--- src/design/rmrs_pkg.sv ---
// Package for the root move rank sorter: payload types, record type and key compare.
`default_nettype none

package rmrs_pkg;

    localparam int ENTRIES = 32;

    typedef struct packed {
        logic [7:0]         move_tag;
        logic [6:0]         depth;
        logic signed [15:0] low_bound;
        logic signed [15:0] high_bound;
        logic               last_entry;
    } load_t;

    typedef struct packed {
        logic [7:0]         out_move_tag;
        logic [6:0]         out_depth;
        logic signed [15:0] out_low_bound;
        logic signed [15:0] out_high_bound;
        logic               out_last;
    } sort_t;

    typedef struct packed {
        logic [7:0]         move_tag;
        logic [6:0]         depth;
        logic signed [15:0] low_bound;
        logic signed [15:0] high_bound;
    } rec_t;

    // One cell slot as seen by its neighbours.
    typedef struct packed {
        rec_t rec;
        logic valid;
    } slot_t;

    // Command broadcast to every cell of the chain.
    typedef struct packed {
        logic insert;
        logic shift;
    } cell_ctrl_t;

    // True when a ranks strictly before b: greater depth, then greater bound sum.
    function automatic logic ranks_above(rec_t a, rec_t b);
        logic signed [16:0] sum_a;
        logic signed [16:0] sum_b;
        sum_a = 17'(a.low_bound) + 17'(a.high_bound);
        sum_b = 17'(b.low_bound) + 17'(b.high_bound);
        if (a.depth != b.depth) begin
            return a.depth > b.depth;
        end
        return sum_a > sum_b;
    endfunction

endpackage

`default_nettype wire

--- src/design/rmrs_cell.sv ---
// One cell of the insertion chain: holds one record and trades with its neighbours.
`default_nettype none

module rmrs_cell
(
    input  wire logic               clk,
    input  wire logic               rst_n,
    input  wire rmrs_pkg::cell_ctrl_t ctrl,
    input  wire rmrs_pkg::rec_t     new_rec,
    input  wire rmrs_pkg::slot_t    left,
    input  wire logic               left_gt,
    input  wire rmrs_pkg::slot_t    right,
    output rmrs_pkg::slot_t         slot,
    output logic                    gt
);

    rmrs_pkg::rec_t rec_reg;
    rmrs_pkg::rec_t rec_next;
    logic           valid_reg;
    logic           valid_next;

    // An empty cell always yields to the incoming record.
    assign gt = !valid_reg || rmrs_pkg::ranks_above(new_rec, rec_reg);

    always_comb
    begin
        rec_next   = rec_reg;
        valid_next = valid_reg;
        if (ctrl.shift) begin
            rec_next   = right.rec;
            valid_next = right.valid;
        end else if (ctrl.insert && gt) begin
            if (left_gt) begin
                rec_next   = left.rec;
                valid_next = left.valid;
            end else begin
                rec_next   = new_rec;
                valid_next = 1'b1;
            end
        end
    end

    always_ff @(posedge clk or negedge rst_n)
    begin
        if (!rst_n) begin
            valid_reg <= 1'b0;
        end else begin
            valid_reg <= valid_next;
        end
    end

    always_ff @(posedge clk)
    begin
        rec_reg <= rec_next;
    end

    assign slot.rec   = rec_reg;
    assign slot.valid = valid_reg;

endmodule

`default_nettype wire

--- config.mk ---
export PLATFORM = sky130hd
export DESIGN_NAME = rmrs_cell
export DESIGN_NICKNAME = d
export VERILOG_FILES = /design/src/design/rmrs_pkg.sv /design/src/design/rmrs_cell.sv
export SDC_FILE = /design/constraint.sdc
export NUM_CORES = 1
export LEC_CHECK = 0
export ABC_AREA = 1
export BUFFER_PORTS_ARGS = -buffer_cell sky130_fd_sc_hd__buf_2
export CAP_MARGIN = 5
export CORE_ASPECT_RATIO = 1.1
export CORE_MARGIN = 2
export CORE_UTILIZATION = 50
export DETAILED_ROUTE_END_ITERATION = 12
export PLACE_DENSITY_LB_ADDON = 0.15
export SLEW_MARGIN = 0
export SYNTH_ARGS = -nofsm -noshare
export SYNTH_HDL_FRONTEND = slang
export SYNTH_SLANG_ARGS = --single-unit
--- constraint.sdc ---
create_clock -name clk -period 6.7 [get_ports clk]
set_input_delay 1.34 -clock clk [delete_from_list [all_inputs] [get_ports clk]]
set_output_delay 1.34 -clock clk [all_outputs]
set_load 0.01 [all_outputs]
==> impl_results.md <==
- Max-slew violation total from the final report: 0
- Slew @ Worst Pin: about 0.94 ns
- Reg clk slew, reported paths: 0.09 ns
- Tcrit/Tclk final: between 80 and 90%
- Worst-skew pair later-pin latency: between 0.3 and 0.4 ns
- CP Buf/Inv Count: 3
- Initial DRC count: between 200 and 300
- Critical path class: in2out
- Die area: 0.00979 mm2
- Fin Setup TNS: 0 ns
- Storage element area: approximately 0.0014 mm2
- Worst vdd ir: 95.5 uV
- Crit path launch type: input pin
- Fmax: around 0.18 GHz
- Reg power frac: 32.2%
- Max-Cap Viols: 0
- Core Box Area: 0.00883 mm2
- Area of the multi-input gates: 0.00280 mm2
- Fill count: a little under 800
- Synthesized cell area: 0.00451 mm2
- Syn Nets: 780
- Max reg flops: 47
- Port bufs: just under 200
- Initial core utilization: 51.1%
- Yosys reg bits: 48
- Placer congestion estimate: 0.984
- IO Pins: 197
- Total power divided by cell area: 215 mW/mm2
- Synth-to-Final Area Change: 26.0%
- Sw Pwr: 477 uW
- Synth warn: 0
- Cell variety after synth: 39
- Worst setup path startpoint: new_rec[0]
- GRT Overall Usage: between 20 and 30%
- Layout cells sized above 1: 31.4%
- Tmin final: between 5 and 6 ns
- Final Hold Vio Count: 0
- Post-CTS Resized: 0
- CP Capture Type: primary output
- Inst Count DP: 865
- Worst R2R Start: slot[1]$_DFFE_PP_
- Hold_sp: valid_reg$_DFFE_PN0P_
- Sw Share: between 30% and 40%
- Post-DP HPWL: roughly 11,000 um
- Vias per std cell: 5.39
- FF-to-FF setup slack: 2.38 ns
- Pre-Repair DR Iteration Count: 6
- Crit path max-delay family: simple AND/OR/NAND/NOR gates
- Clk_skew: 0.00395 ns
- H-tree depth: 2
- Gate power share: 48.4%
- GR Overflow Total: 0
- DR vias: 4,709
- # Post-CTS Setup Buffers: 0
- RSZ-0062 raised after global routing: no
- First-pass GRT wire length: 22,400 um
- Cell Chain, Critical Path: buf_2, ha_1, inv_1, fa_1, o21ai_4, nand4_2, nand3_2, nand3_2, nand2_2, nand2_1, a22o_1, ha_1, nand2_2, nor2_2, nand2_1, nor2_1, nand2_1, nand3_1, nand2_1, nand3_2, nand2_2, buf_2
- Pleak: about 2.9 nW
- Status: complete, no violations
- Routed wire length: 14,100 um
- CP required: between 5 and 6 ns
- TritonCTS clock tree: yes
- Diodes inserted: 0
- Die width: 94.5 um
- Clock power share: about a fifth
- # rows: 36
- Initial antenna violation count: 0
- Syn Area/Cell: 7.85 um2
- Layout Utilization: 64.3%
- Largest stage delay on the critical path: 0.44 ns
- Worst hold margin: around 0.58 ns
- CP most frequent cell: nand2_1
- CP max-delay cell: fa_1
- DR WL/cell: between 15 and 20 um
- Arrival @ worst endpoint: between 4 and 5 ns
- # DRC: 0
- # hold bufs at CTS: 0
- CTS max path bufs: 2
- Antenna Violating Nets Remaining: 0
- # clock sinks: 48
- Sequential-to-total area share from yosys stat: roughly a third
- Clock root buffer: clkbuf_8
- Largest net degree at the start of global routing: 51
- Synthesized netlist cell count: 574
- Final setup violating endpoints: 0
- Max-slew headroom: between 30% and 40%
- Hold WC Path Type: reg2reg
- Die H: 104 um
- Number of global-route vias before repair: 4,647
- Clock buffers created by TritonCTS: 5
- Internal: 741 uW
- Final std cells w/o fill: approximately 870
- CP max FO: 4
- Net count reported at finish: 964
-- path summary, 6_finish.rpt --
| path | to | depth (start not counted) |
|---|---|---|
| max in group asynchronous | valid_reg$_DFFE_PN0P_ | 1 |
| min reg2reg | valid_reg$_DFFE_PN0P_ | 2 |
| min | valid_reg$_DFFE_PN0P_ | 2 |
| min in group asynchronous | valid_reg$_DFFE_PN0P_ | 1 |
| max reg2reg | slot[13]$_DFFE_PP_ | 23 |
| max | gt | 22 |
-- power by group through the flow --
| stage | Clock [mW] | Sequential (mW) | Combinational [mW] |
|---|---|---|---|
| CTS | 0.240 | 0.392 | 0.584 |
| detailed placement | 0 | 0.399 | 0.580 |
| global route | 0.249 | 0.396 | 0.658 |
| finish | 0.236 | 0.392 | 0.590 |
| global placement | 0 | 0.397 | 0.565 |
| floorplan | 0 | 0.410 | 0.383 |
-- metrics by stage --
step / setup WS (ns) / power [mW] / instance area (um2)
5_1_grt: 1.01 / 1.30 / 5680
4_1_cts: 1.18 / 1.22 / 5680
2_1_floorplan: 1.69 / 0.793 / 4510
3_3_place_gp: 1.29 / 0.962 / 5550
3_5_place_dp: 1.19 / 0.979 / 5550
6_report: 1.19 / 1.22 / 5680
-- synthesized netlist by cell type --
cell	n	area (um2)
a211oi_2	1	12.5
a21boi_2	1	11.3
a21o_1	5	37.5
a21oi_1	120	601
a21oi_2	6	52.6
a21oi_4	1	16.3
a22o_1	1	8.76
a22oi_1	1	7.51
a31oi_1	5	31.3
buf_1	5	18.8
buf_2	4	20.0
buf_4	1	7.51
buf_6	1	11.3
clkbuf_1	10	37.5
dfrtp_1	1	25.0
edfxtp_1	47	1410
fa_1	2	40.0
ha_1	56	701
inv_1	46	173
inv_2	1	3.75
nand2_1	122	458
nand2_2	7	43.8
nand3_1	13	65.1
nand3_2	3	30.0
nand3b_1	1	7.51
nand4_1	3	18.8
nand4_2	2	25.0
nor2_1	58	218
nor2_2	2	12.5
nor3_1	5	25.0
nor3_4	1	16.3
o2111ai_2	1	15.0
o21ai_0	5	25.0
o21ai_1	2	10.0
o21ai_2	4	35.0
o21ai_4	2	32.5
o31ai_1	1	7.51
xnor2_1	10	87.6
xor2_1	17	149
-- layer usage --
| metal | track usage, % | share of wire [%] | up-vias |
|---|---|---|---|
| met1 | 38.5 | 43 | 2170 |
| met3 | 5.09 | 6.7 | 19 |
| li1 | - | - | 2331 |
| met4 | 7.45 | 1.7 | 0 |
| met5 | 0 | 0 | - |
| met2 | 49.4 | 49 | 189 |
-- worst register-to-register path, stage by stage (launching register included) --
cell	delay [ns]
edfxtp_1	0.37
ha_1	0.19
inv_1	0.06
fa_1	0.41
o21ai_2	0.26
nand4_1	0.17
o2111ai_2	0.12
nand2_1	0.10
nand2_1	0.07
nand2_1	0.06
a22oi_1	0.23
ha_1	0.34
nand2_2	0.09
inv_1	0.04
nand2_1	0.05
nand2_1	0.05
a21oi_1	0.16
nand3_1	0.09
nand2_1	0.08
nand3_2	0.06
nand2_2	0.09
nand2_2	0.06
nand2_2	0.31
buf_4	0.49
-- layout make-up --
type,instances,area share [%]
Timing Repair Buffer,198,17.5
Sequential cell,48,25.3
Inverter,47,3.11
Tap cell,114,2.51
Clock inverter,1,0.529
Multi-Input combinational cell,458,49.3
Clock buffer,7,1.70
-- kinds of logic (layout without fill, tap and decap cells) --
group,after synthesis,in the layout,synth area share [%]
AND/OR/NAND/NOR,217,217,20.4
AO/OA/AOI/OAI,156,156,20.0
buffers and inverters,68,253,6.02
adder cells (fa/ha/maj),58,58,16.4
flip-flops,48,48,31.9
XOR/XNOR,27,27,5.25
-- cell usage in the layout, fill, tap and decap left out, drive strengths merged --
master and count:
dfrtp 1, o31ai 1, nor2 60, o2111ai 1
a22o 1, a31oi 5, a211oi 1, nand4 5
a21o 5, a22oi 1, o21ai 13, fa 2
nand3 16, nand3b 1, nand2 129, clkbuf 7
nor3 6, ha 56, a21boi 1, xnor2 10
bufinv 1, xor2 17, inv 47, a21oi 127
edfxtp 47, buf 198
Power figures use the tool's default switching activity.
